[src/rtl/fdes_pkg.sv]
package fdes_pkg;

   // Field widths
   localparam int NAME_W    = 8;
   localparam int ATTR_W    = 8;
   localparam int HALF_W    = 16;
   localparam int CLUSTER_W = 32;
   localparam int SIZE_W    = 32;
   localparam int SECTOR_W  = 32;
   localparam int COUNT_W   = 24;
   localparam int LFN_W     = 6;
   localparam int KIND_W    = 2;
   localparam int SPC_W     = 8;
   localparam int RSV_W     = 16;
   localparam int COPIES_W  = 8;
   localparam int FATSZ_W   = 32;
   localparam int ROOT_W    = 32;
   localparam int ENTRIES_W = 17;

   // Stream word widths
   localparam int REQ_DATA_W = 80;
   localparam int RSP_DATA_W = 128;

   // Configuration port
   localparam int CSR_ADDR_W = 3;
   localparam int CSR_DATA_W = 32;

   localparam logic [CSR_ADDR_W-1:0] CSR_SPC      = 3'd0;
   localparam logic [CSR_ADDR_W-1:0] CSR_RESERVED = 3'd1;
   localparam logic [CSR_ADDR_W-1:0] CSR_COPIES   = 3'd2;
   localparam logic [CSR_ADDR_W-1:0] CSR_FAT_SIZE = 3'd3;
   localparam logic [CSR_ADDR_W-1:0] CSR_ROOT     = 3'd4;
   localparam logic [CSR_ADDR_W-1:0] CSR_ENTRIES  = 3'd5;

   // Register reset values
   localparam logic [SPC_W-1:0]     SPC_RST      = 8'd8;
   localparam logic [RSV_W-1:0]     RESERVED_RST = 16'd32;
   localparam logic [COPIES_W-1:0]  COPIES_RST   = 8'd2;
   localparam logic [FATSZ_W-1:0]   FAT_SIZE_RST = 32'd0;
   localparam logic [ROOT_W-1:0]    ROOT_RST     = 32'd2;
   localparam logic [ENTRIES_W-1:0] ENTRIES_RST  = 17'd0;

   // Result kinds
   localparam logic [KIND_W-1:0] KIND_NONE    = 2'd0;
   localparam logic [KIND_W-1:0] KIND_SUBDIR  = 2'd1;
   localparam logic [KIND_W-1:0] KIND_DELETED = 2'd2;
   localparam logic [KIND_W-1:0] KIND_DIR_END = 2'd3;

   // Directory entry codes
   localparam logic [NAME_W-1:0]    NAME_END     = 8'h00;
   localparam logic [NAME_W-1:0]    NAME_DELETED = 8'hE5;
   localparam logic [ATTR_W-1:0]    ATTR_LFN     = 8'h0F;
   localparam logic [CLUSTER_W-1:0] EOC_A        = 32'h0FFF_FFFF;
   localparam logic [CLUSTER_W-1:0] EOC_B        = 32'h0FFF_FFF8;
   localparam logic [SIZE_W-1:0]    SIZE_ONES    = 32'hFFFF_FFFF;
   localparam logic [SIZE_W-1:0]    SECTOR_ROUND = 32'd511;
   localparam int                   SECTOR_SHIFT = 9;
   localparam logic [LFN_W-1:0]     LFN_MAX      = 6'd63;

   // Visited bitmap layout: rows of 16 cluster bits
   localparam int ROW_W   = 16;
   localparam int ROW_SEL = 4;

   localparam int MAX_CLUSTERS_DEF = 65536;

   // Decoded entry, carried from accept into the lookup stage
   typedef struct packed {
      logic                 dir_end;
      logic                 sub_cand;
      logic                 deleted;
      logic [CLUSTER_W-1:0] cluster;
      logic [CLUSTER_W-1:0] rel_cluster;
      logic [COUNT_W-1:0]   sec_count;
      logic [LFN_W-1:0]     lfn;
      logic [SIZE_W-1:0]    size;
   } dec_type;

   // Bitmap control from the pipeline
   typedef struct packed {
      logic lookup;
      logic commit;
   } vis_ctl_type;

endpackage

[src/rtl/fdes_decode.sv]
module fdes_decode
   import fdes_pkg::*;
#(
   parameter int MAX_CLUSTERS = MAX_CLUSTERS_DEF
) (
   input  logic                 clock,
   input  logic                 reset,
   input  logic                 accept,
   input  logic [NAME_W-1:0]    name_first,
   input  logic [ATTR_W-1:0]    attr_byte,
   input  logic [HALF_W-1:0]    cluster_high,
   input  logic [HALF_W-1:0]    cluster_low,
   input  logic [SIZE_W-1:0]    entry_size,
   input  logic                 last_in_cluster,
   input  logic [ENTRIES_W-1:0] fat_entries,
   input  logic [ROOT_W-1:0]    root_cluster,
   output dec_type              dec
);

   logic [LFN_W-1:0] run_len_ff, run_len_in;
   logic             dir_ended_ff, dir_ended_in;

   logic [CLUSTER_W-1:0] clus_raw;
   logic [CLUSTER_W-1:0] clus;
   logic [SIZE_W-1:0]    size_rnd;
   logic                 size_marker;
   logic                 run_zero;
   logic                 active;
   logic                 end_mark;
   logic                 proc;
   logic                 is_lfn;
   logic                 in_range;

   // Start cluster, end-of-chain marks read as zero
   always_comb begin
      clus_raw = {cluster_high, cluster_low};
      clus     = (clus_raw == EOC_A || clus_raw == EOC_B) ? '0 : clus_raw;
   end

   // Entry classification against the run state
   always_comb begin
      size_marker = (entry_size == '0) || (entry_size == SIZE_ONES);
      run_zero    = (run_len_ff == '0);
      active      = !dir_ended_ff;
      end_mark    = active && run_zero && (name_first == NAME_END);
      proc        = active && !end_mark;
      is_lfn      = (attr_byte == ATTR_LFN);
      in_range    = (clus != '0) && (clus < {{(CLUSTER_W-ENTRIES_W){1'b0}}, fat_entries})
                    && (clus < CLUSTER_W'(MAX_CLUSTERS));
      size_rnd    = entry_size + SECTOR_ROUND;

      dec.dir_end     = end_mark;
      dec.sub_cand    = proc && run_zero && size_marker && in_range;
      dec.deleted     = proc && !is_lfn && (name_first == NAME_DELETED) && !size_marker;
      dec.cluster     = clus;
      dec.rel_cluster = clus - root_cluster;
      dec.sec_count   = COUNT_W'(size_rnd[SIZE_W-1:SECTOR_SHIFT]);
      dec.lfn         = active ? run_len_ff : '0;
      dec.size        = entry_size;
   end

   // Run length and end-of-directory state
   always_comb begin
      run_len_in   = run_len_ff;
      dir_ended_in = dir_ended_ff;
      if (accept) begin
         if (last_in_cluster) begin
            run_len_in   = '0;
            dir_ended_in = 1'b0;
         end else if (end_mark) begin
            dir_ended_in = 1'b1;
         end else if (proc) begin
            if (is_lfn) begin
               run_len_in = (run_len_ff == LFN_MAX) ? run_len_ff : run_len_ff + 1'b1;
            end else begin
               run_len_in = '0;
            end
         end
      end
   end

   always_ff @(posedge clock) begin
      if (reset) begin
         run_len_ff   <= '0;
         dir_ended_ff <= 1'b0;
      end else begin
         run_len_ff   <= run_len_in;
         dir_ended_ff <= dir_ended_in;
      end
   end

endmodule

[config.mk]
export PLATFORM = sky130hd
export DESIGN_NAME = fdes_decode
export DESIGN_NICKNAME = d
export VERILOG_FILES = /design/src/rtl/fdes_pkg.sv /design/src/rtl/fdes_decode.sv
export SDC_FILE = /design/constraint.sdc
export NUM_CORES = 1
export LEC_CHECK = 0
export BUFFER_PORTS_ARGS = -buffer_cell sky130_fd_sc_hd__buf_2
export CAP_MARGIN = 5
export CORE_ASPECT_RATIO = 1.5
export CORE_MARGIN = 5
export CORE_UTILIZATION = 39
export DETAILED_ROUTE_END_ITERATION = 6
export GPL_ROUTABILITY_DRIVEN = 1
export PLACE_DENSITY_LB_ADDON = 0.15
export SLEW_MARGIN = 20
export SYNTH_ARGS = -nofsm -noshare
export SYNTH_HDL_FRONTEND = slang
export SYNTH_SLANG_ARGS = --single-unit
[constraint.sdc]
create_clock -name clock -period 4.35 [get_ports clock]
set_clock_uncertainty 0.15 [all_clocks]
set_input_delay 0.435 -clock clock [delete_from_list [all_inputs] [get_ports clock]]
set_output_delay 0.435 -clock clock [all_outputs]
set_load 0.05 [all_outputs]
==> results of run 1 <==
-- logic make-up (layout without fill, tap and decap cells) --
group / count (synthesis) / count (layout) / synth area share (%)
mux: 4 / 4 / 1.10
simple gates: 219 / 219 / 31.5
xor+xnor: 51 / 51 / 12.2
compound gates: 102 / 102 / 19.9
flops: 7 / 7 / 3.84
buf+inv: 101 / 459 / 13.9
other cells: 1 / 2 / 0.103
fa+ha+maj: 50 / 50 / 17.4
-- flip-flops by register name, indices dropped and copies added, names as in the netlist --
signal and count:
dir_ended_ff 1, run_len_ff 6
-- metrics by stage --
stage	area, sq um	worst slack (ps)	cells	setup TNS [ps]
after floorplan	4010	-179	535	-732
after global placement	6120	-488	991	-5510
after detailed placement	6120	-671	991	-8830
after CTS	6470	-423	999	-2560
after global routing	6790	-480	1006	-4990
final	6790	-328	1006	-2290
-- metal layers --
layer / share of wire (%) / GRT usage [%]
met4: 4.6 / 11.1
met3: 7.2 / 3.84
met2: 53 / 49.6
met1: 35 / 25.6
met5: 0 / 0
-- final timing paths --
kind	end	slack (ps)	cells past startpoint
max	dec[90]	-330	18
min	dir_ended_ff$_SDFFE_PP0P_	230	2
max reg2reg	run_len_ff[3]$_SDFFE_PP0P_	1990	8
min reg2reg	run_len_ff[5]$_SDFFE_PP0P_	420	2
-- layout by cell type, fill, tap and decap left out, types with 6 or more instances in the layout --
master,n
and2_1,15
nand2_1,38
nor3_1,15
a21oi_2,6
ha_1,37
o21a_1,8
nand4_1,19
a21oi_1,20
inv_1,55
buf_2,235
nor4_1,17
and2_4,10
buf_6,29
and3_1,9
nor2_1,33
buf_4,129
xor2_1,18
xnor2_1,20
nor2b_1,10
a21o_1,17
dfxtp_1,7
ha_4,10
nand3_1,19
-- synthesized netlist by cell type, types with 18 or more instances --
library cell / instances
a21oi_1: 30
and2_1: 29
buf_4: 34
ha_1: 49
inv_1: 57
nand2_1: 41
nand3_1: 19
nand4_1: 19
nor2_1: 38
nor4_1: 18
xnor2_1: 25
xor2_1: 26
-- worst reg2reg max path: cells and delay by family, from the launching register on --
family / cells / cell delay [ps]
AND/OR/NAND/NOR: 6 / 1280
flip-flops: 1 / 360
XOR/XNOR: 1 / 160
AO/OA/AOI/OAI: 1 / 290
-- layout make-up --
class / instances / area, sq um
inverters: 57 / 214
repair buffers: 398 / 2540
flip-flops and latches: 7 / 140
fillers: 732 / 2410
multi-input cells: 427 / 3670
clock buffers: 4 / 78.8
diodes: 1 / 2.50
well taps: 112 / 140
-- timing repair --
item / in CTS / in global routing
hold endpoints to repair: 0 / 0
pin swaps: 20 / 24
gates resized for setup: 63 / 56
buffers inserted: 5 / 6
hold buffers: 0 / 0
setup endpoints to repair: 23 / 24
-- where the power goes --
group / total [uW] / switching, uW / internal [uW]
Sequential: 66.2 / 0.986 / 65.2
Clock: 160 / 37.9 / 122
Combinational: 1260 / 773 / 489
==> impl_metrics.csv, run 1 <==
group,metric,value,unit
placed_design,gp_congestion,0.902,
worst_setup_path,cpMaxStageDelayCell,"or4_4",
timing,slew_viol_final,0,
timing,fin_hold_ws,234,ps
cells_and_area,finish.utilization,73.8,%
timing,worstMarginPinSlew,569,ps
timing,fin_crit_sh,108,%
floorplan,die_w,89.0,um
clock_network,cts.clk_slew.worst_paths,40,ps
worst_setup_path,critPathTopFamily,"compound AO/OA/AOI/OAI gates",
timing,setup_viol,13,
worst_hold_path,hp-class,"input port to register",
drt,route.vias.total,5258,
drt,drc,0,
clock_network,cts_tree,"done",
yosys,synthFlopType,"dfxtp_1",
worst_hold_path,min_from,"reset",
drt,viasPerCell,5.23,
floorplan,initial_core_util,39.7,%
cells_and_area,nets,1077,
floorplan,ioPinCount,262,
worst_setup_path,cp_data_arrival_time,4090,ps
yosys,ys_types,53,
clock_network,insertion_delay,240,ps
cells_and_area,drive_gt1_share,55.0,%
floorplan,coreArea,9200,sq um
grt,first_global_vias,5250,
power_and_ir_drop,vdd_drop_max,285,uV
yosys,ys_seq_elements,7,
timing,worst_slack,-328,ps
worst_setup_path,max_stage_delay,570,ps
power_and_ir_drop,power_density,219,nW/um^2
grt,grt_pass1_wl,23500,um
placed_design,place_hpwl,13600,um
clock_network,htree_levels,1,
grt,grt_overflow,0,
yosys,synth_seq_area_share,3.84,%
drt,drt-wirelength-per-cell,15.7,um
grt,grt_usage,25.4,%
worst_setup_path,crit_type,"input port to output pin",
run,maxCapViolations,0,
floorplan,rows,43,
worst_setup_path,startpoint_type,"input port",
floorplan,dieArea,11400,sq um
timing,relSlewSlack,61.8,%
yosys,synth_edf_count,0,
worst_setup_path,reg2reg_from,"run_len_ff[2]$_SDFFE_PP0P_",
worst_setup_path,cp-startpoint,"cluster_high[12]",
grt,antenna_found_initial,1,
timing,rsz0062_at_grt,"yes",
clock_network,clock_tree.root_cell,"clkbuf_16",
drt,wl,15800,um
worst_setup_path,end_kind,"output pin",
drt,dr.pass1.iters,5,
timing,max_freq,214,MHz
yosys,synth_cells,535,
power_and_ir_drop,power,1490,uW
worst_setup_path,required,3760,ps
yosys,yosys_warnings,0,
yosys,ys_async_sr_fraction,0,%
worst_setup_path,critPathMostFrequentCell,"a21o_1",
yosys,yosysTopAreaCellShare,16.8,%
yosys,syn_area,3650,sq um
yosys,synth_fp_nets,718,
drt,drt_iter0_markers,135,
clock_network,cts_buffers,3,
clock_network,clockBufferDepth,2,
yosys,yosys-top-cells-area,"ha_1, buf_4, xor2_1, xnor2_1, inv_1",
cells_and_area,synthToLayoutAreaGrowth,86.0,%
clock_network,cts.sinks,7,
yosys,syn_avg_cell_area,6.82,sq um
timing,period_needed,4680,ps
power_and_ir_drop,leakage,0.00359,uW
worst_setup_path,worstPathMaxFanout,4,
timing,hold_violations,0,
placed_design,portBuffers,260,
drt,antenna_left,0,
yosys,yosys.area.top_type,"ha_1",
status,violations,"setup timing",
worst_setup_path,crit_buf_inv,4,
floorplan,dieHeight,128,um
status,status,"complete, but fails checks",
worst_setup_path,path_cells,"buf_6 -> or4_4 -> nor4_4 -> o211ai_1 -> buf_4 -> nand2_4 -> ha_4 -> inv_2 -> fa_2 -> a21o_1 -> a2111oi_4 -> o41ai_4 -> a21o_1 -> a31o_4 -> a21o_1 -> a21oi_4 -> xnor2_4 -> buf_6",
grt,grt_max_degree,15,
No activity file was read; power rests on OpenSTA's default activity.
==> run 2, diff against run 1 <==
ABC_AREA = 1   (was not set)
CORE_UTILIZATION = 41   (was 39)
CTS_BUF_LIST = sky130_fd_sc_hd__clkbuf_16   (was not set)
==> run 2 against run 1 <==
Effect of this change:
- the run now ends clean
- global-route usage is 1.7 points lower
- hold slack better by 84 ps
- core utilization is 18 points lower
- first-iteration DRC count is 48% higher
- cell area is 18% lower
- synthesized area is 15% higher
- worst setup slack better by 550 ps
- critical endpoint unchanged
- largest cell class unchanged
- largest power group unchanged
- highest routed layer unchanged
==> impl_metrics.csv, run 2 <==
group,metric,value,unit
clock_network,cts_tree,"done",
yosys,yosysMostFrequentCell,"inv_1",
yosys,synthTopCellsByCount,"inv_1, nand2_1, nor2_1, ha_1, a21oi_1",
floorplan,dieHeight,134,um
timing,worst_slack,225,ps
worst_setup_path,ff2ff_setup_slack,2350,ps
worst_setup_path,cpMaxStageDelayCell,"o21ai_0",
floorplan,die_w,92.6,um
worst_hold_path,hold-path-endpoint,"run_len_ff[1]$_SDFFE_PP0P_",
grt,grt_usage,23.8,%
cells_and_area,top_regs,"run_len_ff (6), dir_ended_ff (1)",
clock_network,cts.repair.resized,0,
worst_setup_path,required,3760,ps
floorplan,initial_core_util,41.6,%
worst_setup_path,cp_data_arrival_time,3540,ps
run,maxCapViolations,0,
timing,setup_viol,0,
cells_and_area,multiInputGateArea,3290,sq um
cells_and_area,drive_gt1_share,34.8,%
worst_setup_path,reg2reg_to,"run_len_ff[4]$_SDFFE_PP0P_",
drt,viasPerCell,4.93,
worst_setup_path,reg2reg_from,"run_len_ff[0]$_SDFFE_PP0P_",
drt,drt_iter0_markers,200,
grt,grt_pass1_wl,24400,um
drt,route.vias.total,5260,
yosys,yosysTopAreaCellShare,14.6,%
clock_network,cts.clk_slew.worst_paths,40,ps
yosys,yosys-top-cells-area,"ha_1, inv_1, nand2_1, nor2_1, xor2_1",
yosys,ys_async_sr_fraction,0,%
placed_design,post-place-ws,254,ps
floorplan,dieArea,12400,sq um
worst_hold_path,worstHoldPathCells,2,
cells_and_area,final_common_cell,"buf_2",
cells_and_area,layout_common_cells,"buf_2, inv_1, nand2_1",
worst_setup_path,max_stage_delay,430,ps
yosys,yosys_warnings,0,
cells_and_area,register_area,140,sq um
drt,wl,15800,um
cells_and_area,design_area,5590,sq um
placed_design,portBuffers,260,
clock_network,cts_buffers,3,
timing,fin_crit_sh,94.8,%
yosys,yosys.area.top_type,"ha_1",
worst_setup_path,cp-startpoint,"cluster_low[0]",
yosys,ys_seq_elements,7,
yosys,ys_types,55,
clock_network,clock_tree.root_cell,"clkbuf_16",
floorplan,rows,45,
worst_setup_path,critPathMostFrequentCell,"nand2_1",
yosys,synth_cells,716,
status,status,"completed",
timing,period_needed,4120,ps
worst_setup_path,crit_type,"input port to output pin",
floorplan,ioPinCount,262,
clock_network,postCtsHoldBufs,0,
grt,first_global_vias,5231,
timing,hold_violations,0,
timing,relSlewSlack,64.8,%
cells_and_area,nets,1134,
power_and_ir_drop,leakage,0.00325,uW
placed_design,gp_congestion,0.935,
grt,grt_max_degree,21,
cells_and_area,fill_cells,1115,
clock_network,insertion_delay,230,ps
clock_network,clockBufferDepth,2,
power_and_ir_drop,power_density,219,nW/um^2
drt,antenna_left,0,
timing,max_freq,242,MHz
timing,worstMarginPinSlew,523,ps
grt,grt_overflow,0,
yosys,synth_edf_count,0,
grt,antenna_found_initial,0,
drt,dr.pass1.iters,4,
yosys,synth_fp_nets,899,
worst_setup_path,end_kind,"output pin",
yosys,syn_area,4190,sq um
clock_network,htree_levels,1,
drt,drt-wirelength-per-cell,14.8,um
placed_design,place_hpwl,14400,um
worst_setup_path,worstPathMaxFanout,20,
placed_design,placed_area,5500,sq um
power_and_ir_drop,vdd_drop_max,264,uV
floorplan,coreArea,10100,sq um
timing,rsz0062_at_grt,"no",
worst_hold_path,min_from,"reset",
clock_network,cts.sinks,7,
yosys,synthFlopType,"dfxtp_1",
worst_setup_path,worstRegToRegCells,9,
yosys,synth_seq_area_share,3.34,%
worst_hold_path,hp-class,"input port to register",
cells_and_area,synthToLayoutAreaGrowth,33.3,%
worst_setup_path,startpoint_type,"input port",
yosys,syn_avg_cell_area,5.85,sq um
cells_and_area,regMostFlops,"run_len_ff",
cells_and_area,diodes,0,
timing,slew_viol_final,0,
clock_network,postCtsSetupBuffers,0,
drt,drc,0,
cells_and_area,largest_reg_flops,6,
worst_setup_path,path_cells,"buf_2 -> nor2_1 -> nand2_1 -> nand2_1 -> inv_1 -> nor2_1 -> nand3_2 -> clkinv_2 -> buf_12 -> nor2_1 -> ha_1 -> nand2_1 -> nor3_1 -> nand2_1 -> o21ai_0 -> xor2_2 -> buf_2",
-- run 2: changes by cell type after synthesis, sizes merged, moves of 15 or more --
| cell | delta |
|---|---|
| a21o | -15 |
| and2 | -29 |
| nand2 | +94 |
| inv | +82 |
| a21oi | +17 |
| xnor2 | -17 |
| nor2 | +81 |
-- run 2: where the power goes --
group | total [uW] | internal [uW] | switching (uW)
Sequential | 66.4 | 65.5 | 0.873
Combinational | 999 | 271 | 728
Clock | 158 | 120 | 38.5
Total | 1220 | 456 | 767
-- run 2: layer usage --
metal  vias to the layer above  wire, um  track usage [%]
li1                       2728         -                -
met1                      2294      6030             26.8
met2                       218      8010             45.1
met3                        20      1410             4.83
met4                         0       294             5.29
met5                         -         0                0
-- run 2: worst max path at each step --
stage / end / slack, ps / cells past startpoint
after floorplan: dec[78] / -20 / 16
after global placement: dec[91] / 210 / 21
after detailed placement: dec[91] / 250 / 21
after CTS: dec[91] / 230 / 21
after global routing: dec[84] / 3 / 20
final: dec[90] / 230 / 17
-- run 2: final cells by class --
type	count	share of cell area, %
clock inverters	1	0.0672
multi-input cells	527	58.8
flip-flops and latches	7	2.51
well taps	117	2.62
inverters	140	9.42
repair buffers	272	25.2
clock buffers	3	1.34
-- run 2: worst max-delay path, delay by kind of cell --
| family | cells | cell delay (ps) |
|---|---|---|
| compound gates | 1 | 430 |
| xor+xnor | 1 | 160 |
| fa+ha+maj | 1 | 420 |
| buf+inv | 5 | 790 |
| simple gates | 9 | 1300 |
-- run 2: metrics by stage --
stage | cells | power (uW) | utilization [%] | hold WS (ps) | setup TNS [ps]
3_5_place_dp | 1063 | 1060 | 54.6 | 358 | 0
3_3_place_gp | 1063 | 1070 | 54.6 | 372 | 0
4_1_cts | 1067 | 1220 | 55.3 | 307 | 0
6_report | 1067 | 1220 | 55.5 | 319 | 0
5_1_grt | 1067 | 1300 | 55.5 | 323 | 0
2_1_floorplan | 716 | 811 | - | 333 | -30.0
-- run 2: kinds of logic after synthesis --
| group | after synthesis | share of synthesized area (%) |
|---|---|---|
| AOI/OAI and AO/OA | 95 | 14.7 |
| other | 1 | 0.0895 |
| DFF | 7 | 3.34 |
| and+or+nand+nor | 337 | 37.5 |
| buffers and inverters | 182 | 19.9 |
| xor gates and xnor gates | 44 | 9.37 |
| adders and majority gates | 50 | 15.1 |
